--- config.mk ---
export PLATFORM = sky130hd
export DESIGN_NAME = multithread_riscv_decode_stage
export DESIGN_NICKNAME = d
export VERILOG_FILES = /design/src/design/mtrd_pkg.sv /design/src/design/mtrd_decoder.sv /design/src/design/multithread_riscv_decode_stage.sv
export SDC_FILE = /design/constraint.sdc
export NUM_CORES = 1
export LEC_CHECK = 0
export BUFFER_PORTS_ARGS = -buffer_cell sky130_fd_sc_hd__buf_2
export CAP_MARGIN = 20
export CORE_MARGIN = 3
export CORE_UTILIZATION = 35
export CTS_CLUSTER_SIZE = 20
export DETAILED_ROUTE_END_ITERATION = 8
export HOLD_SLACK_MARGIN = 0.02
export PLACE_DENSITY_LB_ADDON = 0.12
export SETUP_SLACK_MARGIN = 0.4
export SYNTH_ARGS = -nofsm -noshare
export SYNTH_HDL_FRONTEND = slang
export SYNTH_SLANG_ARGS = --single-unit
export TNS_END_PERCENT = 50
--- constraint.sdc ---
create_clock -name clk_i -period 10 [get_ports clk_i]
set_clock_uncertainty 0.2 [all_clocks]
set_input_delay 1.5 -clock clk_i [delete_from_list [all_inputs] [get_ports clk_i]]
set_output_delay 1.5 -clock clk_i [all_outputs]
set_load 0.02 [all_outputs]
--- src/design/mtrd_pkg.sv ---
`timescale 1ns / 1ps
// ----------------------------------------------------------------------------
// mtrd_pkg
// Types and constants shared by the multithread RV32I decode stage.
// ----------------------------------------------------------------------------
package mtrd_pkg;

  // major opcodes, instruction bits 6..2
  localparam logic [4:0] OPC_LOAD   = 5'd0;
  localparam logic [4:0] OPC_MISC   = 5'd3;
  localparam logic [4:0] OPC_OPIMM  = 5'd4;
  localparam logic [4:0] OPC_AUIPC  = 5'd5;
  localparam logic [4:0] OPC_STORE  = 5'd8;
  localparam logic [4:0] OPC_OP     = 5'd12;
  localparam logic [4:0] OPC_LUI    = 5'd13;
  localparam logic [4:0] OPC_BRANCH = 5'd24;
  localparam logic [4:0] OPC_JALR   = 5'd25;
  localparam logic [4:0] OPC_JAL    = 5'd27;
  localparam logic [4:0] OPC_SYSTEM = 5'd28;

  localparam logic [31:0] WORD_RET = 32'h0000_8067;

  // instruction formats
  localparam logic [2:0] FMT_UNDEF = 3'd0;
  localparam logic [2:0] FMT_R     = 3'd1;
  localparam logic [2:0] FMT_I     = 3'd2;
  localparam logic [2:0] FMT_S     = 3'd3;
  localparam logic [2:0] FMT_B     = 3'd4;
  localparam logic [2:0] FMT_U     = 3'd5;
  localparam logic [2:0] FMT_J     = 3'd6;

  localparam int unsigned MAX_THREADS = 8;

  typedef struct packed {
    logic [2:0] format;
    logic       fetchok;
    logic       nodest;
    logic       ctrl;
    logic       jump;
    logic       rtype;
    logic       system;
    logic       opimm;
    logic       lui;
    logic       ret;
    logic       jalr;
    logic       jal;
    logic       branch;
    logic       store;
    logic       load;
    logic       rs2used;
    logic       rs1used;
  } ctl_t;

  typedef struct packed {
    logic [4:0]         dest_reg;
    logic [4:0]         src1_reg;
    logic [4:0]         src2_reg;
    logic [9:0]         function_code;
    logic [4:0]         major_opcode;
    logic signed [31:0] immediate;
    ctl_t               ctl;
  } dec_t;

  typedef struct packed {
    logic        fetch_valid;
    logic [1:0]  fetch_thread;
    logic [15:0] fetch_pc;
    logic [31:0] fetch_word;
    logic [3:0]  issue_full_mask;
  } in_t;

  typedef struct packed {
    logic               issue_valid;
    logic [1:0]         chosen_thread;
    logic [15:0]        chosen_pc;
    logic [15:0]        next_fetch_pc;
    logic [4:0]         dest_reg;
    logic [4:0]         src1_reg;
    logic [4:0]         src2_reg;
    logic [9:0]         function_code;
    logic [4:0]         major_opcode;
    logic signed [31:0] immediate;
    logic [18:0]        control_bits;
    logic [3:0]         slot_full_mask;
  } out_t;

endpackage

--- src/design/mtrd_decoder.sv ---
`timescale 1ns / 1ps
// ----------------------------------------------------------------------------
// mtrd_decoder
// RV32I field extraction, format classification, immediate and control bits.
// ----------------------------------------------------------------------------
module mtrd_decoder (
  input  logic [31:0]   word_i,
  output mtrd_pkg::dec_t dec_o
);
  import mtrd_pkg::*;

  logic [4:0]  opc;
  logic [4:0]  rd;
  logic [4:0]  rs1;
  logic [4:0]  rs2;
  logic [2:0]  fmt;
  logic [31:0] imm;
  ctl_t        ctl;

  assign opc = word_i[6:2];
  assign rd  = word_i[11:7];
  assign rs1 = word_i[19:15];
  assign rs2 = word_i[24:20];

  always_comb begin
    unique case (opc)
      OPC_LOAD, OPC_MISC, OPC_OPIMM, OPC_JALR, OPC_SYSTEM: fmt = FMT_I;
      OPC_AUIPC, OPC_LUI: fmt = FMT_U;
      OPC_STORE:  fmt = FMT_S;
      OPC_OP:     fmt = FMT_R;
      OPC_BRANCH: fmt = FMT_B;
      OPC_JAL:    fmt = FMT_J;
      default:    fmt = FMT_UNDEF;
    endcase
  end

  // b and j immediates stay in half units
  always_comb begin
    unique case (fmt)
      FMT_I:   imm = {{20{word_i[31]}}, word_i[31:20]};
      FMT_S:   imm = {{20{word_i[31]}}, word_i[31:25], word_i[11:7]};
      FMT_B:   imm = {{20{word_i[31]}}, word_i[31], word_i[7], word_i[30:25],
                      word_i[11:8]};
      FMT_U:   imm = {{12{word_i[31]}}, word_i[31:12]};
      FMT_J:   imm = {{12{word_i[31]}}, word_i[31], word_i[19:12], word_i[20],
                      word_i[30:21]};
      default: imm = '0;
    endcase
  end

  always_comb begin
    ctl.load    = (opc == OPC_LOAD);
    ctl.store   = (opc == OPC_STORE);
    ctl.branch  = (opc == OPC_BRANCH);
    ctl.jal     = (opc == OPC_JAL);
    ctl.jalr    = (opc == OPC_JALR);
    ctl.lui     = (opc == OPC_LUI);
    ctl.opimm   = (opc == OPC_OPIMM);
    ctl.system  = (opc == OPC_SYSTEM);
    ctl.rtype   = (fmt == FMT_R);
    ctl.ret     = (word_i == WORD_RET);
    ctl.rs1used = !ctl.jal && !ctl.lui && (opc != OPC_AUIPC) && (rs1 != 5'd0);
    ctl.rs2used = !ctl.opimm && !ctl.load && !ctl.jal && !ctl.jalr && !ctl.lui
                  && (opc != OPC_AUIPC) && (rs2 != 5'd0);
    ctl.jump    = ctl.jal || ctl.jalr;
    ctl.ctrl    = ctl.branch || ctl.jump;
    ctl.nodest  = ctl.branch || ctl.store || (rd == 5'd0);
    ctl.fetchok = !(ctl.branch || ctl.jalr);
    ctl.format  = fmt;
  end

  always_comb begin
    dec_o.dest_reg      = ctl.nodest ? 5'd0 : rd;
    dec_o.src1_reg      = rs1;
    dec_o.src2_reg      = rs2;
    dec_o.function_code = {word_i[31:25], word_i[14:12]};
    dec_o.major_opcode  = opc;
    dec_o.immediate     = imm;
    dec_o.ctl           = ctl;
  end

endmodule

--- src/design/multithread_riscv_decode_stage.sv ---
`timescale 1ns / 1ps
// ----------------------------------------------------------------------------
// multithread_riscv_decode_stage
// Per-thread decode slots with lowest-thread-first selection and RV32I decode.
// ----------------------------------------------------------------------------
// Takes one transaction per clock while in_stall_o is low and returns exactly
// one result transaction for each, through the s1 registers and the output
// register. In the accept cycle the lowest free thread with a full slot is
// picked from the full flags and the slot memory (pc and word, one entry per
// thread) is read at that thread; the delivered fetch is written into its
// thread's entry at the same edge, after the read. The read word is then
// decoded into the output register. Throughput is one transaction per cycle
// while the output is not stalled; the slot memory has a single read port and
// a single write port. Full flags are cleared by reset; slot contents need no
// clearing since a read entry is only used when its flag was set.
module multithread_riscv_decode_stage #(
  parameter int unsigned THREAD_COUNT   = 4,
  parameter int unsigned CODE_ADDR_BITS = 16
) (
  input  logic           clk_i,
  input  logic           rst_ni,
  input  logic           in_valid_i,
  output logic           in_stall_o,
  input  mtrd_pkg::in_t  in_data_i,
  output logic           out_valid_o,
  input  logic           out_stall_i,
  output mtrd_pkg::out_t out_data_o
);
  import mtrd_pkg::*;

  localparam int unsigned TW     = $clog2(THREAD_COUNT);
  localparam int unsigned SLOT_W = CODE_ADDR_BITS + 32;

  logic [SLOT_W-1:0]       slot_mem [THREAD_COUNT];
  logic [SLOT_W-1:0]       rd_q;

  logic [THREAD_COUNT-1:0] slot_full_q, slot_full_d;
  logic                    s1_valid_q, s1_found_q;
  logic [TW-1:0]           s1_pick_q;
  logic [3:0]              s1_mask_q;
  logic                    out_valid_q;
  out_t                    out_q, out_d;

  logic                    out_ready, s1_ready, acc;
  logic [MAX_THREADS-1:0]  busy;
  logic [MAX_THREADS-1:0]  full_ext;
  logic                    found;
  logic [TW-1:0]           pick;
  logic                    wr_en;
  logic [TW-1:0]           wr_idx;

  logic [31:0]               word;
  logic [CODE_ADDR_BITS-1:0] pc;
  logic [32:0]               imm2;
  logic [CODE_ADDR_BITS-1:0] pc_add;
  logic [CODE_ADDR_BITS-1:0] pc_sum;
  dec_t                      dec;

  // handshake
  assign out_ready  = !out_valid_q || !out_stall_i;
  assign s1_ready   = !s1_valid_q || out_ready;
  assign acc        = in_valid_i && s1_ready;
  assign in_stall_o = !s1_ready;

  // selection
  assign busy = MAX_THREADS'(in_data_i.issue_full_mask);

  always_comb begin
    found = 1'b0;
    pick  = '0;
    for (int t = 0; t < THREAD_COUNT; t++) begin
      if (!found && slot_full_q[t] && !busy[t]) begin
        found = 1'b1;
        pick  = TW'(t);
      end
    end
  end

  assign wr_en  = in_data_i.fetch_valid
                  && (32'(in_data_i.fetch_thread) < 32'(THREAD_COUNT));
  assign wr_idx = TW'(in_data_i.fetch_thread);

  always_comb begin
    slot_full_d = slot_full_q;
    if (found) begin
      slot_full_d[pick] = 1'b0;
    end
    if (wr_en) begin
      slot_full_d[wr_idx] = 1'b1;
    end
  end

  assign full_ext = MAX_THREADS'(slot_full_d);

  // slot memory: read before write at the same edge
  always_ff @(posedge clk_i) begin
    if (acc) begin
      rd_q <= slot_mem[pick];
    end
    if (acc && wr_en) begin
      slot_mem[wr_idx] <= {CODE_ADDR_BITS'(in_data_i.fetch_pc), in_data_i.fetch_word};
    end
  end

  always_ff @(posedge clk_i or negedge rst_ni) begin
    if (!rst_ni) begin
      slot_full_q <= '0;
      s1_valid_q  <= 1'b0;
      out_valid_q <= 1'b0;
    end else begin
      if (acc) begin
        slot_full_q <= slot_full_d;
      end
      if (s1_ready) begin
        s1_valid_q <= acc;
      end
      if (out_ready) begin
        out_valid_q <= s1_valid_q;
      end
    end
  end

  always_ff @(posedge clk_i) begin
    if (acc) begin
      s1_found_q <= found;
      s1_pick_q  <= pick;
      s1_mask_q  <= full_ext[3:0];
    end
    if (out_ready && s1_valid_q) begin
      out_q <= out_d;
    end
  end

  // decode
  assign word = rd_q[31:0];
  assign pc   = rd_q[SLOT_W-1:32];

  mtrd_decoder u_decoder (
    .word_i (word),
    .dec_o  (dec)
  );

  assign imm2   = {dec.immediate, 1'b0};
  assign pc_add = dec.ctl.jal ? CODE_ADDR_BITS'(imm2) : CODE_ADDR_BITS'(4);
  assign pc_sum = pc + pc_add;

  always_comb begin
    out_d                = '0;
    out_d.slot_full_mask = s1_mask_q;
    if (s1_found_q) begin
      out_d.issue_valid   = 1'b1;
      out_d.chosen_thread = 2'(s1_pick_q);
      out_d.chosen_pc     = 16'(pc);
      out_d.next_fetch_pc = 16'(pc_sum);
      out_d.dest_reg      = dec.dest_reg;
      out_d.src1_reg      = dec.src1_reg;
      out_d.src2_reg      = dec.src2_reg;
      out_d.function_code = dec.function_code;
      out_d.major_opcode  = dec.major_opcode;
      out_d.immediate     = dec.immediate;
      out_d.control_bits  = dec.ctl;
    end
  end

  assign out_valid_o = out_valid_q;
  assign out_data_o  = out_q;

  // checks
  a_pick_clears: assert property (@(posedge clk_i) disable iff (!rst_ni)
    acc && found && !(wr_en && (wr_idx == pick)) |=> !slot_full_q[$past(pick)])
    else $error("chosen slot not freed");

  a_fetch_fills: assert property (@(posedge clk_i) disable iff (!rst_ni)
    acc && wr_en |=> slot_full_q[$past(wr_idx)])
    else $error("fetched slot not marked full");

  a_idle_zero: assert property (@(posedge clk_i) disable iff (!rst_ni)
    out_valid_o && !out_data_o.issue_valid |->
      (out_data_o.immediate == 32'sd0) && (out_data_o.control_bits == 19'd0))
    else $error("fields set without a decode");

endmodule
==> results.json, run 1 <==
{
  "cts_resized": 0,
  "clock-sinks": 360,
  "startpoint_type": "register",
  "yosysMostFrequentCell": "edfxtp_1",
  "critical_path_class": "reg2reg",
  "drive_above_1_share_pct": 24.5,
  "place_congestion": 0.848,
  "post_cts_buffers": 0,
  "syn2layout_area_growth_pct": 19.2,
  "holdBufCountCts": 0,
  "finalSetupViolations": 0,
  "clk-insertion-delay-late_ns": 0.53,
  "grt_pass1_wl_microns": 54000,
  "grt_usage_pct": 16.6,
  "clk_pin_slew_ns": 0.06,
  "post-route-period-util_pct": 48.2,
  "clockBufferDepth": 3,
  "status": "completed",
  "peakVddDrop_uv": 102,
  "gr-total-overflow": 0,
  "min_path_type": "reg2reg",
  "cts_buffers": 39,
  "die_area_sq_mm": 0.0429,
  "clockPowerShare_pct": 34.7,
  "reg2regPathDepth": 17,
  "grt_pass1_vias": 8360,
  "synth_area_sq_mm": 0.0141,
  "vias": 8268,
  "ys_seq_area_share_pct": 76.2,
  "rr_endpoint": "out_data_o[100]$_SDFFCE_PN0P_",
  "switchingPower_w": 0.00114,
  "nFillCells": 3691,
  "dpl_cell_area_sq_mm": 0.0156,
  "crit_family": "compound AO/OA/AOI/OAI gates",
  "synthCells": 922,
  "design_area_sq_mm": 0.0169,
  "dieWidth_microns": 207,
  "tns_ns": 0,
  "start_util_pct": 35.5,
  "crit_start": "rd_q[2]$_DFFE_PP_",
  "hold_ws_ns": 0.219,
  "dp.cells": 1586,
  "slowest_stage": "nor2_1",
  "initialDrtViolationCount": 734,
  "power_density_mw_per_mm2": 241,
  "r2r-start": "rd_q[2]$_DFFE_PP_",
  "leakagePower_nw": 6.22,
  "internal_power_w": 0.00293,
  "ys_top_cells_by_count": "edfxtp_1 (354), nand2_1 (121), nor2_1 (64)",
  "crit_path_end": "out_data_o[100]$_SDFFCE_PN0P_",
  "fmax_mhz": 207,
  "ys_seq_elements": 360,
  "crit_cells": 17,
  "async_flop_share_pct": 1.67,
  "ios": 181,
  "synthesis.nets": 999,
  "synth_edf_count": 354,
  "cts_max_level": 2,
  "worst_pin_slew_ns": 0.952,
  "synth_top_area_share_pct": 75.2,
  "wl_microns": 36600,
  "synth_cell_types": 55,
  "cp_data_required_time_ns": 10.04,
  "slew_headroom_pct": 36.5,
  "grt_max_degree": 75,
  "swShare_pct": 28.0,
  "die_y_microns": 207,
  "nNetsFinal": 1179,
  "p_comb_share_pct": 17.8,
  "yosysWarnings": 0,
  "drtPass1Iterations": 9,
  "critPathArrivalTime_ns": 4.87,
  "yosysTopAreaCell": "edfxtp_1",
  "drc": 0,
  "port_buffers": 180,
  "regToRegSetupSlack_ns": 5.18,
  "path_max_fanout": 15,
  "endpoint_kind": "register",
  "synth_ff_type": "edfxtp_1",
  "cts_tree": "yes",
  "finalHoldViolCount": 0,
  "seqPwrFrac_pct": 47.5,
  "hpwlAfterDp_microns": 22100,
  "row_count": 73,
  "vias_per_cell": 4.99,
  "finalCriticalPeriod_ns": 4.82,
  "cts_root_buf": "clkbuf_16",
  "synth_area_leaders": "edfxtp_1 (75%), a222oi_1 (3.4%), nand2_1 (3.2%), and2_1 (2.0%), nor2_1 (1.7%)",
  "core_sq_mm": 0.0398,
  "max_stage_delay_ns": 0.69,
  "maxSlewViolCount": 0,
  "maxCapViolCount": 0,
  "wl_per_cell_microns": 22.1,
  "postRouteAntennaNets": 0,
  "antenna_found_initial": 3,
  "stdcell_count": 1657,
  "crit_chain": "inv_1 > ha_1 > or2b_4 > nor2_2 > a211o_1 > nor2_1 > a22oi_1 > o21ai_0 > nor2b_1 > ha_1 > a21oi_1 > nor2b_1 > o31ai_1 > a31oi_1 > xnor2_1 > xnor2_1 > nor2_1",
  "path_buf_inv": 1,
  "rsz0062_at_grt": "false",
  "synth_area_per_cell_sq_um": 15.3
}
==> layout by cell type (no fill, tap or decap), drive strengths merged, types with 10 or more instances in the layout <==
master,instances
o21ai,23
inv,14
nor2,65
nor3,12
edfxtp,354
and2,46
ha,17
clkinv,14
a22oi,10
a222oi,48
clkbuf,53
nor2b,15
nand2,121
a21oi,25
nand3,10
buf,193
==> final cells by class <==
cell class                      count  area [sq um]  area share [%]
Clock buffer                       53          1100            6.53
Clock inverter                     17           156           0.928
Timing Repair Buffer              193           998            5.92
Antenna cell                        1          2.50          0.0148
Sequential cell                   360         10800            63.9
Tap cell                          525           657            3.90
Inverter                           15          57.6           0.341
Multi-Input combinational cell    493          3110            18.4
==> routing by layer <==
layer	vias to the layer above	share of wire [%]	routed length, microns	global-route usage (%)
met1	4100	45	16600	23.2
met2	244	47	17200	26.8
met3	41	5.7	2100	3.47
met4	4	1.8	666	4.00
met5	-	0.057	21	0
li1	3879	-	-	-
==> registers in the layout (all words and copies together), names as in the netlist <==
register     flops
out_data_o     107
slot_mem       192
s1_mask_q        4
rd_q            48
s1_pick_q        2
s1_valid_q       1
slot_full_q      4
s1_found_q       1
out_valid_o      1
==> logic make-up after synthesis <==
group,share of synthesized area [%]
DFF,76.2
buffers and inverters,2.27
AOI/OAI and AO/OA,7.72
adders and majority gates,1.65
muxes,0.858
xor gates and xnor gates,0.805
and+or+nand+nor,10.5
==> power by group through the flow <==
stage | Sequential (W) | Combinational (W) | Clock (W)
after global routing | 0.00194 | 0.000800 | 0.00151
after floorplan | 0.00199 | 0.000424 | 0
after CTS | 0.00193 | 0.000734 | 0.00145
after detailed placement | 0.00196 | 0.000731 | 0
final | 0.00193 | 0.000722 | 0.00141
after global placement | 0.00197 | 0.000731 | 0
==> worst min-delay path by stage <==
stage / from / to / slack [ns] / cells after the start
finish: s1_mask_q[2]$_DFFE_PP_ / out_data_o[2]$_DFFE_PP_ / 0.22 / 0
global route: s1_mask_q[3]$_DFFE_PP_ / out_data_o[3]$_DFFE_PP_ / 0.23 / 0
CTS: s1_mask_q[2]$_DFFE_PP_ / out_data_o[2]$_DFFE_PP_ / 0.22 / 0
detailed placement: s1_mask_q[2]$_DFFE_PP_ / out_data_o[2]$_DFFE_PP_ / 0.21 / 0
global placement: s1_mask_q[1]$_DFFE_PP_ / out_data_o[1]$_DFFE_PP_ / 0.20 / 0
floorplan: s1_mask_q[0]$_DFFE_PP_ / out_data_o[0]$_DFFE_PP_ / 0.20 / 0
==> worst register-to-register path: cells and delay by family (launching register included) <==
family	cells	cell delay [ns]
flops	1	0.40
simple gates	6	1.36
buf+inv	1	0.08
fa+ha+maj	2	0.57
xor+xnor	2	0.33
compound gates	6	1.62
==> through the flow <==
step | setup slack, ns | utilization, % | total power (W)
3_5_place_dp | 5.29 | 39.2 | 0.00270
6_report | 5.18 | 42.3 | 0.00407
2_1_floorplan | 2.65 | - | 0.00242
3_3_place_gp | 5.36 | 39.2 | 0.00270
4_1_cts | 5.26 | 42.3 | 0.00411
5_1_grt | 4.78 | 42.3 | 0.00425
Power figures use the tool's default switching activity.
==> run 2, diff against run 1 <==
clock period = 4.9 ns   (was 10 ns; I/O delays follow)
==> run 2 against run 1 <==
First-iteration DRC count increased by 11%; clock-buffer cell count is 1 lower; cell count increased by 0.54%; total power is 100% higher; core utilization is 0.28 points higher; critical endpoint unchanged; critical path depth up 1; critical path type unchanged; clock power is 100% higher.
==> results.json, run 2 (synthesized netlist as in run 1, its figures left out) <==
{
  "r2r-start": "rd_q[2]$_DFFE_PP_",
  "cts_buffers": 39,
  "mostFrequentLayoutCells": "edfxtp_1 (354), buf_2 (180), nand2_1 (120)",
  "regMostFlops": "slot_mem",
  "ios": 181,
  "vias": 8333,
  "crit_start": "rd_q[2]$_DFFE_PP_",
  "syn2layout_area_growth_pct": 20.0,
  "rsz0062_at_grt": "true",
  "status": "completed",
  "start_util_pct": 35.5,
  "peakVddDrop_uv": 240,
  "clk_pin_slew_ns": 0.06,
  "gr-total-overflow": 0,
  "worst_pin_slew_ns": 0.951,
  "power_density_mw_per_mm2": 489,
  "slowest_stage": "edfxtp_1",
  "slew_headroom_pct": 36.6,
  "cts_max_level": 2,
  "place_congestion": 0.854,
  "postRouteAntennaNets": 0,
  "critical_path_class": "reg2reg",
  "row_count": 73,
  "crit_chain": "inv_1 > ha_1 > or3_1 > a21oi_1 > a211o_2 > buf_4 > nand2b_1 > nand2_4 > nor2_1 > ha_1 > fa_1 > a21oi_2 > o211ai_1 > nand3_1 > a31oi_1 > xnor2_1 > xnor2_1 > nor2_1",
  "finalCriticalPeriod_ns": 4.23,
  "clock-sinks": 360,
  "grt_max_degree": 108,
  "cts_tree": "yes",
  "clockBufferDepth": 3,
  "grt_usage_pct": 16.7,
  "max_stage_delay_ns": 0.41,
  "pre_cts_slack_ns": 0.301,
  "hpwlAfterDp_microns": 22800,
  "path_max_fanout": 13,
  "wl_per_cell_microns": 21.9,
  "min_path_type": "in2reg",
  "nFillCells": 3679,
  "path_buf_inv": 2,
  "post-route-period-util_pct": 86.4,
  "setup_ws_ns": 0.668,
  "antenna_found_initial": 4,
  "leakagePower_nw": 6.26,
  "cts_root_buf": "clkbuf_16",
  "fmax_mhz": 236,
  "stdcell_count": 1666,
  "drtPass1Iterations": 6,
  "finalSetupViolations": 0,
  "nNetsFinal": 1189,
  "wl_microns": 36500,
  "regToRegSetupSlack_ns": 0.67,
  "startpoint_type": "register",
  "critPathArrivalTime_ns": 4.28,
  "grt_pass1_wl_microns": 54500,
  "core_sq_mm": 0.0398,
  "die_y_microns": 207,
  "largest_register_ffs": 192,
  "hold_ws_ns": 0.210,
  "dieWidth_microns": 207,
  "grt_pass1_vias": 8467,
  "maxCapViolCount": 0,
  "dp.cells": 1590,
  "vias_per_cell": 5.00,
  "drc": 0,
  "endpoint_kind": "register",
  "cp_data_required_time_ns": 4.95,
  "initialDrtViolationCount": 817,
  "finalHoldViolCount": 0,
  "die_area_sq_mm": 0.0429,
  "worstHoldStart": "in_data_i[25]",
  "port_buffers": 180,
  "final_common_cell": "edfxtp_1",
  "maxSlewViolCount": 0,
  "clk-insertion-delay-late_ns": 0.54,
  "crit_family": "simple AND/OR/NAND/NOR gates",
  "drive_above_1_share_pct": 25.5
}
run 2: through the flow:
step                      power, W  utilization [%]  TNS, ns  instance area [sq um]
after floorplan            0.00493                -   -10.15                  14100
after global placement     0.00550             39.3        0                  15600
after CTS                  0.00837             42.4        0                  16900
final                      0.00830             42.6        0                  17000
after detailed placement   0.00549             39.3        0                  15600
after global routing       0.00871             42.6        0                  17000
run 2: area by class of cell:
type | count | area, sq um | area share [%]
multi-input combinational | 493 | 3160 | 18.6
tap | 525 | 657 | 3.87
clock inverter | 17 | 175 | 1.03
inverter | 15 | 57.6 | 0.339
antenna | 1 | 2.50 | 0.0147
clock buffer | 52 | 1060 | 6.22
timing repair buffer | 203 | 1090 | 6.41
sequential | 360 | 10800 | 63.5
run 2: what timing repair did:
item                       in CTS  in global routing
buffers inserted                0                  5
gates resized for setup         3                 16
pin swaps                       0                  2
setup endpoints to repair       3                 10
hold endpoints to repair        6                  0
hold buffers                    1                  0
run 2: per-layer routing:
metal / share of wire, % / vias up / GRT usage [%]
met3: 6.8 / 47 / 3.92
met4: 1.5 / 6 / 3.91
met5: 0.085 / - / 0
li1: - / 3893 / -
met1: 45 / 4105 / 23.4
met2: 47 / 282 / 26.5
run 2: report_power, final:
part           leakage (nW)  switching, W  internal, W
registers              3.41      0.000202      0.00375
clock network         0.589       0.00117      0.00168
logic                  2.26      0.000984     0.000520
total                  6.26       0.00235      0.00595
run 2: path summary, 6_finish.rpt:
kind | to | cells after the start
max in group asynchronous | slot_full_q[0]$_DFFE_PN0P_ | 2
max reg2reg | out_data_o[100]$_SDFFCE_PN0P_ | 18
max | out_data_o[100]$_SDFFCE_PN0P_ | 18
min reg2reg | out_data_o[1]$_DFFE_PP_ | 0
min in group asynchronous | slot_full_q[2]$_DFFE_PN0P_ | 2
min | slot_mem[2][21]$_DFFE_PP_ | 1
